### src/rtl/core/cpt_pkg.sv
package cpt_pkg;

   // Coordinate width of the tracked position.
   localparam int COORD_BITS = 16;
   localparam logic [32:0] COORD_MASK = (33'd1 << COORD_BITS) - 33'd1;

   // Fixed field widths.
   localparam int MOUSE_BITS     = 16;
   localparam int SCREEN_BITS    = 16;
   localparam int HANDLE_BITS    = 32;
   localparam int TTY_BITS       = 8;
   localparam int BTN_BITS       = 8;
   localparam int ACTION_BITS    = 2;
   localparam int CSR_INDEX_BITS = 2;
   localparam int CSR_DATA_BITS  = 32;

   // Signed delta and the sum used when saturating the goal.
   localparam int DELTA_BITS = MOUSE_BITS + 1;
   localparam int SUM_BITS   = ((COORD_BITS > DELTA_BITS) ? COORD_BITS : DELTA_BITS) + 2;

   // Stream payload sizes.
   localparam int REQ_PAYLOAD_BITS = 4 * MOUSE_BITS + BTN_BITS + 1 + TTY_BITS + 1;
   localparam int REQ_TDATA_BITS   = ((REQ_PAYLOAD_BITS + 7) / 8) * 8;
   localparam int RSP_PAYLOAD_BITS = TTY_BITS + 1 + 2 * COORD_BITS + BTN_BITS
                                     + 2 * HANDLE_BITS;
   localparam int RSP_TDATA_BITS   = ((RSP_PAYLOAD_BITS + 7) / 8) * 8;

   // Commands produced by one sync, and the output queue.
   localparam int SYNC_MAX     = 3;
   localparam int CNT_BITS     = 2;
   localparam int QUEUE_DEPTH  = 4;
   localparam int QPTR_BITS    = $clog2(QUEUE_DEPTH);
   localparam int QCNT_BITS    = $clog2(QUEUE_DEPTH + 1);

   // Item kinds.
   localparam logic [ACTION_BITS-1:0] ACT_MOUSE = 2'd0;
   localparam logic [ACTION_BITS-1:0] ACT_TICK  = 2'd1;
   localparam logic [ACTION_BITS-1:0] ACT_START = 2'd2;

   // Command kinds.
   localparam logic CMD_TERM  = 1'b0;
   localparam logic CMD_PLANE = 1'b1;

   // Cursor plane modes.
   localparam logic [1:0] MODE_HIDDEN  = 2'd0;
   localparam logic [1:0] MODE_SHOWN   = 2'd1;
   localparam logic [1:0] MODE_UNKNOWN = 2'd2;

   // Configuration register indexes.
   localparam logic [CSR_INDEX_BITS-1:0] REG_SCREEN_MAX_X = 2'd0;
   localparam logic [CSR_INDEX_BITS-1:0] REG_SCREEN_MAX_Y = 2'd1;
   localparam logic [CSR_INDEX_BITS-1:0] REG_PLANE_ID     = 2'd2;
   localparam logic [CSR_INDEX_BITS-1:0] REG_FB_HANDLE    = 2'd3;

   typedef logic [COORD_BITS-1:0] coord_type;

   typedef struct packed {
      logic [ACTION_BITS-1:0]       action;
      logic signed [MOUSE_BITS-1:0] abs_x;
      logic signed [MOUSE_BITS-1:0] abs_y;
      logic signed [MOUSE_BITS-1:0] rel_dx;
      logic signed [MOUSE_BITS-1:0] rel_dy;
      logic [BTN_BITS-1:0]          button_mask;
      logic                         term_active;
      logic [TTY_BITS-1:0]          term_tty;
      logic                         term_accepts;
   } req_type;

   typedef struct packed {
      logic                   command;
      logic [TTY_BITS-1:0]    target_tty;
      logic                   shown;
      coord_type              pos_x;
      coord_type              pos_y;
      logic [BTN_BITS-1:0]    buttons_out;
      logic [HANDLE_BITS-1:0] fb_out;
      logic [HANDLE_BITS-1:0] plane_out;
      logic                   last;
   } rsp_type;

   // What was last sent to the terminal and to the plane.
   typedef struct packed {
      logic                term_shown;
      logic [TTY_BITS-1:0] term_tty;
      coord_type           term_x;
      coord_type           term_y;
      logic [BTN_BITS-1:0] term_buttons;
      logic [1:0]          plane_mode;
      coord_type           plane_x;
      coord_type           plane_y;
   } sync_state_type;

   localparam sync_state_type SYNC_CLEAR = '{
      term_shown:   1'b0,
      term_tty:     '0,
      term_x:       '0,
      term_y:       '0,
      term_buttons: '0,
      plane_mode:   MODE_UNKNOWN,
      plane_x:      '0,
      plane_y:      '0
   };

   function automatic rsp_type make_cmd(
      input logic                   cmd,
      input logic [TTY_BITS-1:0]    tty,
      input logic                   shown,
      input coord_type              x,
      input coord_type              y,
      input logic [BTN_BITS-1:0]    btn,
      input logic [HANDLE_BITS-1:0] fb,
      input logic [HANDLE_BITS-1:0] plane
   );
      rsp_type r;
      r.command     = cmd;
      r.target_tty  = tty;
      r.shown       = shown;
      r.pos_x       = x;
      r.pos_y       = y;
      r.buttons_out = btn;
      r.fb_out      = fb;
      r.plane_out   = plane;
      r.last        = 1'b0;
      return r;
   endfunction

   // Largest usable coordinate: the screen maximum clipped to the coordinate range.
   function automatic coord_type coord_limit(input logic [SCREEN_BITS-1:0] m);
      if (33'(m) > COORD_MASK) begin
         return coord_type'(COORD_MASK);
      end
      return coord_type'(m);
   endfunction

   // Screen center, (max + 1) / 2, wrapped into the coordinate range.
   function automatic coord_type center_of(input logic [SCREEN_BITS-1:0] m);
      logic [SCREEN_BITS:0] s;
      s = {1'b0, m} + {{SCREEN_BITS{1'b0}}, 1'b1};
      return coord_type'(s[SCREEN_BITS:1]);
   endfunction

   // goal + d, clamped to [0, lim].
   function automatic coord_type sat_coord(
      input coord_type                    goal,
      input logic signed [DELTA_BITS-1:0] d,
      input coord_type                    lim
   );
      logic signed [SUM_BITS-1:0] v;
      logic signed [SUM_BITS-1:0] lim_ext;
      v       = $signed(SUM_BITS'(goal)) + SUM_BITS'(d);
      lim_ext = $signed(SUM_BITS'(lim));
      if (v < 0) begin
         return '0;
      end
      if (v > lim_ext) begin
         return lim;
      end
      return coord_type'(v);
   endfunction

endpackage

### src/rtl/core/cpt_sync.sv
// Builds the ordered list of cursor commands for one sync and the
// output memory that follows from it. Only changed content is sent.
module cpt_sync
   import cpt_pkg::*;
(
   input  sync_state_type           st_in,
   input  logic                     active,
   input  logic [TTY_BITS-1:0]      tty,
   input  logic                     accepts,
   input  coord_type                pos_x,
   input  coord_type                pos_y,
   input  logic [BTN_BITS-1:0]      buttons,
   input  logic [HANDLE_BITS-1:0]   plane_id,
   input  logic [HANDLE_BITS-1:0]   fb_handle,
   output sync_state_type           st_out,
   output logic [CNT_BITS-1:0]      cmd_cnt,
   output rsp_type [SYNC_MAX-1:0]   cmds
);

   sync_state_type      st;
   logic                term_path;
   logic [CNT_BITS-1:0] n;

   always_comb begin
      st        = st_in;
      term_path = active;
      n         = '0;
      cmds      = '0;

      if (active) begin
         // A different terminal took over: hide the pointer on the old one.
         if (st.term_shown && (st.term_tty != tty)) begin
            cmds[n] = make_cmd(CMD_TERM, st.term_tty, 1'b0, st.term_x, st.term_y,
                               st.term_buttons, '0, '0);
            n = n + 1'b1;
            st.term_shown = 1'b0;
         end
         if (!st.term_shown || (st.term_x != pos_x) || (st.term_y != pos_y) ||
             (st.term_buttons != buttons)) begin
            cmds[n] = make_cmd(CMD_TERM, tty, 1'b1, pos_x, pos_y, buttons, '0, '0);
            n = n + 1'b1;
            if (!accepts) begin
               term_path = 1'b0;
            end else begin
               st.term_shown   = 1'b1;
               st.term_tty     = tty;
               st.term_x       = pos_x;
               st.term_y       = pos_y;
               st.term_buttons = buttons;
            end
         end
      end

      if (term_path) begin
         if (st.plane_mode != MODE_HIDDEN) begin
            cmds[n] = make_cmd(CMD_PLANE, '0, 1'b0, pos_x, pos_y, '0, '0, plane_id);
            n = n + 1'b1;
            st.plane_mode = MODE_HIDDEN;
         end
      end else begin
         if (st.term_shown) begin
            cmds[n] = make_cmd(CMD_TERM, st.term_tty, 1'b0, st.term_x, st.term_y,
                               st.term_buttons, '0, '0);
            n = n + 1'b1;
            st.term_shown = 1'b0;
         end
         if ((st.plane_mode != MODE_SHOWN) || (st.plane_x != pos_x) ||
             (st.plane_y != pos_y)) begin
            cmds[n] = make_cmd(CMD_PLANE, '0, 1'b1, pos_x, pos_y, '0, fb_handle,
                               plane_id);
            n = n + 1'b1;
            st.plane_mode = MODE_SHOWN;
            st.plane_x    = pos_x;
            st.plane_y    = pos_y;
         end
      end

      for (int i = 0; i < SYNC_MAX; i++) begin
         cmds[i].last = ((CNT_BITS'(i) + 1'b1) == n);
      end
   end

   assign st_out  = st;
   assign cmd_cnt = n;

endmodule

### src/rtl/core/cpt_queue.sv
// Small output queue: takes up to three commands at once, hands out one
// per transfer. Room means a full burst fits after this cycle's pop.
module cpt_queue
   import cpt_pkg::*;
(
   input  logic                   clock,
   input  logic                   reset,
   input  logic [CNT_BITS-1:0]    push_cnt,
   input  rsp_type [SYNC_MAX-1:0] push_data,
   input  logic                   pop,
   output rsp_type                head,
   output logic                   not_empty,
   output logic                   room
);

   rsp_type               entry_ff [QUEUE_DEPTH];
   logic [QPTR_BITS-1:0]  wr_ptr_ff, wr_ptr_in;
   logic [QPTR_BITS-1:0]  rd_ptr_ff, rd_ptr_in;
   logic [QCNT_BITS-1:0]  count_ff, count_in;
   logic [QCNT_BITS-1:0]  count_after_pop;

   assign not_empty       = (count_ff != '0);
   assign head            = entry_ff[rd_ptr_ff];
   assign count_after_pop = count_ff - QCNT_BITS'(pop);
   assign room            = (count_after_pop <= QCNT_BITS'(QUEUE_DEPTH - SYNC_MAX));

   always_comb begin
      wr_ptr_in = wr_ptr_ff + QPTR_BITS'(push_cnt);
      rd_ptr_in = rd_ptr_ff + QPTR_BITS'(pop);
      count_in  = count_after_pop + QCNT_BITS'(push_cnt);
   end

   always_ff @(posedge clock) begin
      if (reset) begin
         wr_ptr_ff <= '0;
         rd_ptr_ff <= '0;
         count_ff  <= '0;
      end else begin
         wr_ptr_ff <= wr_ptr_in;
         rd_ptr_ff <= rd_ptr_in;
         count_ff  <= count_in;
      end
   end

   always_ff @(posedge clock) begin
      for (int i = 0; i < SYNC_MAX; i++) begin
         if (CNT_BITS'(i) < push_cnt) begin
            entry_ff[wr_ptr_ff + QPTR_BITS'(i)] <= push_data[i];
         end
      end
   end

endmodule

### src/rtl/core/cursor_position_tracker_unit.sv
// Channel   Direction  Handshake                Payload
// req_      in         req_tvalid/req_tready    tdata: pointer and terminal fields, tuser: kind
// rsp_      out        rsp_tvalid/rsp_tready    tdata: command fields, tuser: command, tlast
// csr_      in         csr_wr_en (no wait)      csr_index selects one of four registers
//
// An accepted item is held in the input register and then executed: mouse items
// update the goal, ticks and starts run the sync logic and push up to three
// commands into a four-entry output queue, and each command leaves in its own
// transfer. Execution waits only until the queue has room for three commands
// after this cycle's transfer; until then the input register holds its item and
// refuses new ones.
// Reset is synchronous and clears all tracking state and the queue.
module cursor_position_tracker_unit
   import cpt_pkg::*;
(
   input  logic                      clock,
   input  logic                      reset,
   // Input items.
   input  logic                      req_tvalid,
   output logic                      req_tready,
   // From bit 0: abs_x, abs_y, rel_dx, rel_dy, button_mask, term_active,
   // term_tty, term_accepts, zero fill.
   input  logic [REQ_TDATA_BITS-1:0] req_tdata,
   // action
   input  logic [ACTION_BITS-1:0]    req_tuser,
   // Result commands.
   output logic                      rsp_tvalid,
   input  logic                      rsp_tready,
   // From bit 0: target_tty, shown, pos_x, pos_y, buttons_out, fb_out,
   // plane_out, zero fill.
   output logic [RSP_TDATA_BITS-1:0] rsp_tdata,
   // command
   output logic [0:0]                rsp_tuser,
   output logic                      rsp_tlast,
   // Configuration writes.
   input  logic                      csr_wr_en,
   input  logic [CSR_INDEX_BITS-1:0] csr_index,
   input  logic [CSR_DATA_BITS-1:0]  csr_wdata
);

   // Input register.
   req_type req_ff;
   logic    req_valid_ff;
   logic    fire;

   // Configuration registers.
   logic [SCREEN_BITS-1:0] screen_max_x_ff;
   logic [SCREEN_BITS-1:0] screen_max_y_ff;
   logic [HANDLE_BITS-1:0] plane_id_ff;
   logic [HANDLE_BITS-1:0] fb_handle_ff;

   // Tracking state.
   coord_type                    cur_x_ff, cur_x_in, cur_y_ff, cur_y_in;
   coord_type                    goal_x_ff, goal_x_in, goal_y_ff, goal_y_in;
   logic signed [MOUSE_BITS-1:0] prev_abs_x_ff, prev_abs_x_in;
   logic signed [MOUSE_BITS-1:0] prev_abs_y_ff, prev_abs_y_in;
   logic                         abs_seen_ff, abs_seen_in;
   logic [BTN_BITS-1:0]          held_buttons_ff, held_buttons_in;
   logic                         move_pending_ff, move_pending_in;
   sync_state_type               sync_st_ff, sync_st_in;

   // Execute-stage signals.
   logic signed [DELTA_BITS-1:0] delta_x, delta_y;
   logic                         is_start;
   coord_type                    center_x, center_y;
   sync_state_type               sync_src, sync_res;
   coord_type                    sync_x, sync_y;
   logic [BTN_BITS-1:0]          sync_b;
   logic [CNT_BITS-1:0]          sync_cnt, push_cnt;
   rsp_type [SYNC_MAX-1:0]       sync_cmds;

   // Output queue.
   rsp_type q_head;
   logic    q_not_empty;
   logic    q_room;
   logic    rsp_xfer;

   // The item in the input register executes once the queue can take a full burst.
   assign fire       = req_valid_ff && q_room;
   assign req_tready = !req_valid_ff || fire;

   always_ff @(posedge clock) begin
      if (reset) begin
         req_valid_ff <= 1'b0;
      end else if (req_tready) begin
         req_valid_ff <= req_tvalid;
      end
   end

   always_ff @(posedge clock) begin
      if (req_tvalid && req_tready) begin
         req_ff.action       <= req_tuser;
         req_ff.abs_x        <= req_tdata[15:0];
         req_ff.abs_y        <= req_tdata[31:16];
         req_ff.rel_dx       <= req_tdata[47:32];
         req_ff.rel_dy       <= req_tdata[63:48];
         req_ff.button_mask  <= req_tdata[71:64];
         req_ff.term_active  <= req_tdata[72];
         req_ff.term_tty     <= req_tdata[80:73];
         req_ff.term_accepts <= req_tdata[81];
      end
   end

   // The user must issue configuration writes only while the block is idle; the block does not enforce it.
   always_ff @(posedge clock) begin
      if (reset) begin
         screen_max_x_ff <= SCREEN_BITS'(1023);
         screen_max_y_ff <= SCREEN_BITS'(767);
         plane_id_ff     <= '0;
         fb_handle_ff    <= '0;
      end else if (csr_wr_en) begin
         case (csr_index)
            REG_SCREEN_MAX_X: screen_max_x_ff <= csr_wdata[SCREEN_BITS-1:0];
            REG_SCREEN_MAX_Y: screen_max_y_ff <= csr_wdata[SCREEN_BITS-1:0];
            REG_PLANE_ID:     plane_id_ff     <= csr_wdata[HANDLE_BITS-1:0];
            REG_FB_HANDLE:    fb_handle_ff    <= csr_wdata[HANDLE_BITS-1:0];
            default: begin
            end
         endcase
      end
   end

   // Motion: the first mouse item uses the relative delta, later ones the
   // difference between successive absolute coordinates.
   always_comb begin
      if (abs_seen_ff) begin
         delta_x = DELTA_BITS'(req_ff.abs_x) - DELTA_BITS'(prev_abs_x_ff);
         delta_y = DELTA_BITS'(req_ff.abs_y) - DELTA_BITS'(prev_abs_y_ff);
      end else begin
         delta_x = DELTA_BITS'(req_ff.rel_dx);
         delta_y = DELTA_BITS'(req_ff.rel_dy);
      end
   end

   assign center_x = center_of(screen_max_x_ff);
   assign center_y = center_of(screen_max_y_ff);
   assign is_start = (req_ff.action == ACT_START);

   // A start syncs from cleared output memory at the screen center; a tick syncs
   // from the current memory at the adopted goal.
   always_comb begin
      if (is_start) begin
         sync_src = SYNC_CLEAR;
         sync_x   = center_x;
         sync_y   = center_y;
         sync_b   = '0;
      end else begin
         sync_src = sync_st_ff;
         sync_x   = move_pending_ff ? goal_x_ff : cur_x_ff;
         sync_y   = move_pending_ff ? goal_y_ff : cur_y_ff;
         sync_b   = held_buttons_ff;
      end
   end

   cpt_sync u_sync (
      .st_in     (sync_src),
      .active    (req_ff.term_active),
      .tty       (req_ff.term_tty),
      .accepts   (req_ff.term_accepts),
      .pos_x     (sync_x),
      .pos_y     (sync_y),
      .buttons   (sync_b),
      .plane_id  (plane_id_ff),
      .fb_handle (fb_handle_ff),
      .st_out    (sync_res),
      .cmd_cnt   (sync_cnt),
      .cmds      (sync_cmds)
   );

   always_comb begin
      cur_x_in        = cur_x_ff;
      cur_y_in        = cur_y_ff;
      goal_x_in       = goal_x_ff;
      goal_y_in       = goal_y_ff;
      prev_abs_x_in   = prev_abs_x_ff;
      prev_abs_y_in   = prev_abs_y_ff;
      abs_seen_in     = abs_seen_ff;
      held_buttons_in = held_buttons_ff;
      move_pending_in = move_pending_ff;
      sync_st_in      = sync_st_ff;
      push_cnt        = '0;

      if (fire) begin
         case (req_ff.action)
            ACT_MOUSE: begin
               abs_seen_in     = 1'b1;
               prev_abs_x_in   = req_ff.abs_x;
               prev_abs_y_in   = req_ff.abs_y;
               held_buttons_in = req_ff.button_mask;
               if ((delta_x != '0) || (delta_y != '0)) begin
                  goal_x_in       = sat_coord(goal_x_ff, delta_x,
                                              coord_limit(screen_max_x_ff));
                  goal_y_in       = sat_coord(goal_y_ff, delta_y,
                                              coord_limit(screen_max_y_ff));
                  move_pending_in = 1'b1;
               end else if (held_buttons_ff != req_ff.button_mask) begin
                  move_pending_in = 1'b1;
               end
            end
            ACT_TICK: begin
               cur_x_in        = sync_x;
               cur_y_in        = sync_y;
               sync_st_in      = sync_res;
               move_pending_in = 1'b0;
               push_cnt        = sync_cnt;
            end
            ACT_START: begin
               cur_x_in        = center_x;
               cur_y_in        = center_y;
               goal_x_in       = center_x;
               goal_y_in       = center_y;
               prev_abs_x_in   = '0;
               prev_abs_y_in   = '0;
               abs_seen_in     = 1'b0;
               held_buttons_in = '0;
               move_pending_in = 1'b0;
               sync_st_in      = sync_res;
               push_cnt        = sync_cnt;
            end
            default: begin
               // The unused kind is dropped without effect.
            end
         endcase
      end
   end

   always_ff @(posedge clock) begin
      if (reset) begin
         cur_x_ff        <= '0;
         cur_y_ff        <= '0;
         goal_x_ff       <= '0;
         goal_y_ff       <= '0;
         prev_abs_x_ff   <= '0;
         prev_abs_y_ff   <= '0;
         abs_seen_ff     <= 1'b0;
         held_buttons_ff <= '0;
         move_pending_ff <= 1'b0;
         sync_st_ff      <= SYNC_CLEAR;
      end else begin
         cur_x_ff        <= cur_x_in;
         cur_y_ff        <= cur_y_in;
         goal_x_ff       <= goal_x_in;
         goal_y_ff       <= goal_y_in;
         prev_abs_x_ff   <= prev_abs_x_in;
         prev_abs_y_ff   <= prev_abs_y_in;
         abs_seen_ff     <= abs_seen_in;
         held_buttons_ff <= held_buttons_in;
         move_pending_ff <= move_pending_in;
         sync_st_ff      <= sync_st_in;
      end
   end

   // Commands wait in the queue until the consumer takes them.
   assign rsp_xfer = rsp_tvalid && rsp_tready;

   cpt_queue u_queue (
      .clock     (clock),
      .reset     (reset),
      .push_cnt  (push_cnt),
      .push_data (sync_cmds),
      .pop       (rsp_xfer),
      .head      (q_head),
      .not_empty (q_not_empty),
      .room      (q_room)
   );

   assign rsp_tvalid   = q_not_empty;
   assign rsp_tuser[0] = q_head.command;
   assign rsp_tlast    = q_head.last;
   assign rsp_tdata    = {{(RSP_TDATA_BITS - RSP_PAYLOAD_BITS){1'b0}},
                          q_head.plane_out, q_head.fb_out, q_head.buttons_out,
                          q_head.pos_y, q_head.pos_x, q_head.shown,
                          q_head.target_tty};

endmodule

### config.mk
export PLATFORM = sky130hd
export DESIGN_NAME = cursor_position_tracker_unit
export DESIGN_NICKNAME = d
export VERILOG_FILES = /design/src/rtl/core/cpt_pkg.sv /design/src/rtl/core/cpt_sync.sv /design/src/rtl/core/cpt_queue.sv /design/src/rtl/core/cursor_position_tracker_unit.sv
export SDC_FILE = /design/constraint.sdc
export NUM_CORES = 2
export LEC_CHECK = 0
export BUFFER_PORTS_ARGS = -buffer_cell sky130_fd_sc_hd__buf_2
export CAP_MARGIN = 15
export CORE_MARGIN = 2
export CORE_UTILIZATION = 39
export DETAILED_ROUTE_END_ITERATION = 12
export HOLD_SLACK_MARGIN = 0.03
export PLACE_DENSITY_LB_ADDON = 0.25
export SLEW_MARGIN = 0
export SYNTH_ARGS = -nofsm -noshare
export SYNTH_HDL_FRONTEND = slang
export SYNTH_SLANG_ARGS = --single-unit
### constraint.sdc
create_clock -name clock -period 19.75 [get_ports clock]
set_input_delay 3.95 -clock clock [delete_from_list [all_inputs] [get_ports clock]]
set_output_delay 3.95 -clock clock [all_outputs]
set_load 0.1 [all_outputs]
==> impl_metrics.toml <==
[timing]
slew_headroom = 0.124
finClkSkew_ns = 0.0556
worst_pin_slew_ns = 1.31
holdWs_ns = 0.453
slew_violations = 0
finalHoldViolations = 0
max_freq_mhz = 105
period_minus_slack_ns = 9.49
setup_viol = 0
post-route-period-util = 0.481
rsz0062_at_grt = "false"
setup_tns_ns = 0

[critical_path]
cpPeakStageDelay_ns = 0.46
cp-end-kind = "output port"
slowest_stage = "buf_2"
start_kind = "input port"
crit_path_max_fanout = 3
crit_chain = "buf_2 > and2_1 > ha_1 > ha_1 > xnor2_1 > nand2_1 > nand2_1 > buf_2"
crit_required_ns = 15.80
path_class = "in -> out"
arrival_ns = 5.54

[drt]
via_per_inst = 6.06
drc = 0
wl_met3_mm = 13.6
met2_length_mm = 70.0
vias = 36700
topRoutingLayerUsed = "met5"
dr.pass1.iters = 9
wire_per_inst_um = 25.4
drtIter0Drc = 4137
ant_nets = 0
finalWirelength_mm = 154
m1WireLength_mm = 63.7

[finish]
nNetsFinal = 4699
area_growth_syn_to_layout_pct = 12.9
stdcell_area_mm2 = 0.0514
stdcell_count = 6056
drive_gt1_frac = 0.157

[logic_synthesis]
synth_warnings = 0
synthDistinctLibCells = 106
synthCells = 4340
avgSynthCellArea_um2 = 10.5
synth_top_flop_cell = "edfxtp_1"
synth_area_mm2 = 0.0455
synth_enable_flop_cells = 544
postSynth.asyncResetShare = 0
synth-seq-cells = 837
ys_seq_area_frac = 0.488

[floorplan]
io_pins = 253
die_area_mm2 = 0.119
fp.dieH_um = 345
fp-row-count = 125
start_util = 0.392
core_area_mm2 = 0.116
die_w_um = 345

[global_routing]
grt_start_max_net_pins = 88
grt_first_pass_wirelength_mm = 228
grt_pass1_vias = 34900
antenna_found_initial = 9
grt_overflow_total = 0
grt_util_all_layers = 0.250

[clock_network]
cts_tree = "done"
cts_root_buf = "clkbuf_16"
cts_inserted_buffers = 94
cts_buffer_depth = 3
postCtsSetupBuffers = 0
cts_resized = 0
clk_latency_ns = 0.70
hold_buffers = 0
cts_max_level = 3
cts_sinks = 837
clkTransAtPathRegs_ns = 0.06

[placed_design]
dp_hpwl_mm = 99.9
dpl.cell_count = 5876
placed_area_mm2 = 0.0481
port-buffer-count = 239
gp_congestion = 0.916

[flow_run]
cap_violations = 0

[pwr]
max-vdd-ir-drop_v = 0.0000753
leakage_nw = 17.9
p_per_area_mw_per_mm2 = 129

[outcome]
status = "completed"

[worst_hold_path]
min_path_type = "reg -> reg"
-- critical path, delay by kind of cell --
family / cells / cell delay (ns)
buf+inv: 2 / 0.58
fa+ha+maj: 2 / 0.37
simple gates: 3 / 0.36
xor+xnor: 1 / 0.26
-- cell type report --
cell class                 instances  area (um^2)
tap                             1524         1910
clock inverter                    40          542
multi-input combinational       3054        21600
inverter                         131          493
timing repair buffer             331         1900
fill                           10800        64500
clock buffer                     136         2710
antenna                            3         7.51
sequential                       837        22200
-- cells in the mapped netlist (58+ instances only) --
cell / instances / share of area
a22oi_1: 222 / 0.037
xnor2_1: 103 / 0.020
mux2i_1: 62 / 0.014
a211oi_1: 64 / 0.011
inv_1: 129 / 0.011
buf_2: 61 / 0.0067
edfxtp_1: 544 / 0.36
nor2_1: 294 / 0.024
dfxtp_1: 293 / 0.13
and3_1: 90 / 0.012
clkbuf_1: 207 / 0.017
ha_1: 116 / 0.032
o21ai_0: 206 / 0.023
nor2b_1: 189 / 0.026
and2_1: 91 / 0.013
nand3_1: 58 / 0.0064
mux4_2: 115 / 0.057
nor3_1: 74 / 0.0081
a21oi_1: 292 / 0.032
nand2_1: 426 / 0.035
-- path summary, 6_finish.rpt --
kind,cells after the start,slack [ns],endpoint,startpoint
max,8,10.26,req_tready,rsp_tready
max reg2reg,25,11.06,u_queue.entry_ff[3][98],req_ff[82]
min,2,0.45,cur_x_ff[8],cur_x_ff[8]
min reg2reg,2,0.45,cur_x_ff[8],cur_x_ff[8]
-- cell usage in the layout (no fill, tap or decap), types with 39 or more instances in the layout --
cell	instances
a22oi_1	222
ha_1	115
nor2_1	290
mux2i_1	61
inv_1	127
and2_1	87
a22o_1	50
edfxtp_1	544
nand3_1	57
nand2_1	424
dfxtp_1	290
nor3_1	74
o21ai_0	205
a21oi_1	291
xnor2_1	103
buf_2	238
nor2b_1	189
mux4_2	115
xor2_1	39
clkbuf_16	96
and3_1	89
a211oi_1	63
buf_4	91
-- power breakdown --
| part | internal [mW] | leakage [nW] | switching (mW) |
|---|---|---|---|
| sequential | 2.06 | 7.47 | 0.130 |
| clock | 1.06 | 1.57 | 0.771 |
| combinational | 0.700 | 8.89 | 1.90 |
-- state kept, by name (all words and copies together), names as in the netlist, 3 cells and up --
signal and count:
req_ff 84, screen_max_y_ff 16, u_queue.entry_ff 460, goal_x_ff 16, prev_abs_x_ff 16, cur_y_ff 16
u_queue.count_ff 3, plane_id_ff 32, goal_y_ff 16, prev_abs_y_ff 16, sync_st_ff 83, fb_handle_ff 32
screen_max_x_ff 16, cur_x_ff 16, held_buttons_ff 8
-- logic make-up (layout without fill, tap and decap cells) --
kind of cell | Yosys count | after routing | share of synthesized area
muxes | 207 | 207 | 0.0792
DFF | 837 | 837 | 0.488
adders and majority gates | 122 | 122 | 0.0343
buffers and inverters | 455 | 638 | 0.0418
other | 1 | 10 | 0.0000825
xor gates and xnor gates | 142 | 142 | 0.0273
AOI/OAI and AO/OA | 1207 | 1207 | 0.180
and+or+nand+nor | 1369 | 1369 | 0.149
-- stage by stage --
step	total power [mW]	util	setup slack, ns
floorplan	4.15	-	4.87
global placement	4.79	0.415	10.24
detailed placement	4.81	0.415	10.25
CTS	6.64	0.443	10.24
global route	6.88	0.443	10.15
finish	6.62	0.443	10.26
-- routing by layer --
metal,vias to the layer above,track usage
met5,-,0
met4,6,0.111
met3,360,0.0359
met2,1844,0.395
met1,18000,0.341
li1,16500,-
No activity file was read; power rests on OpenSTA's default activity.
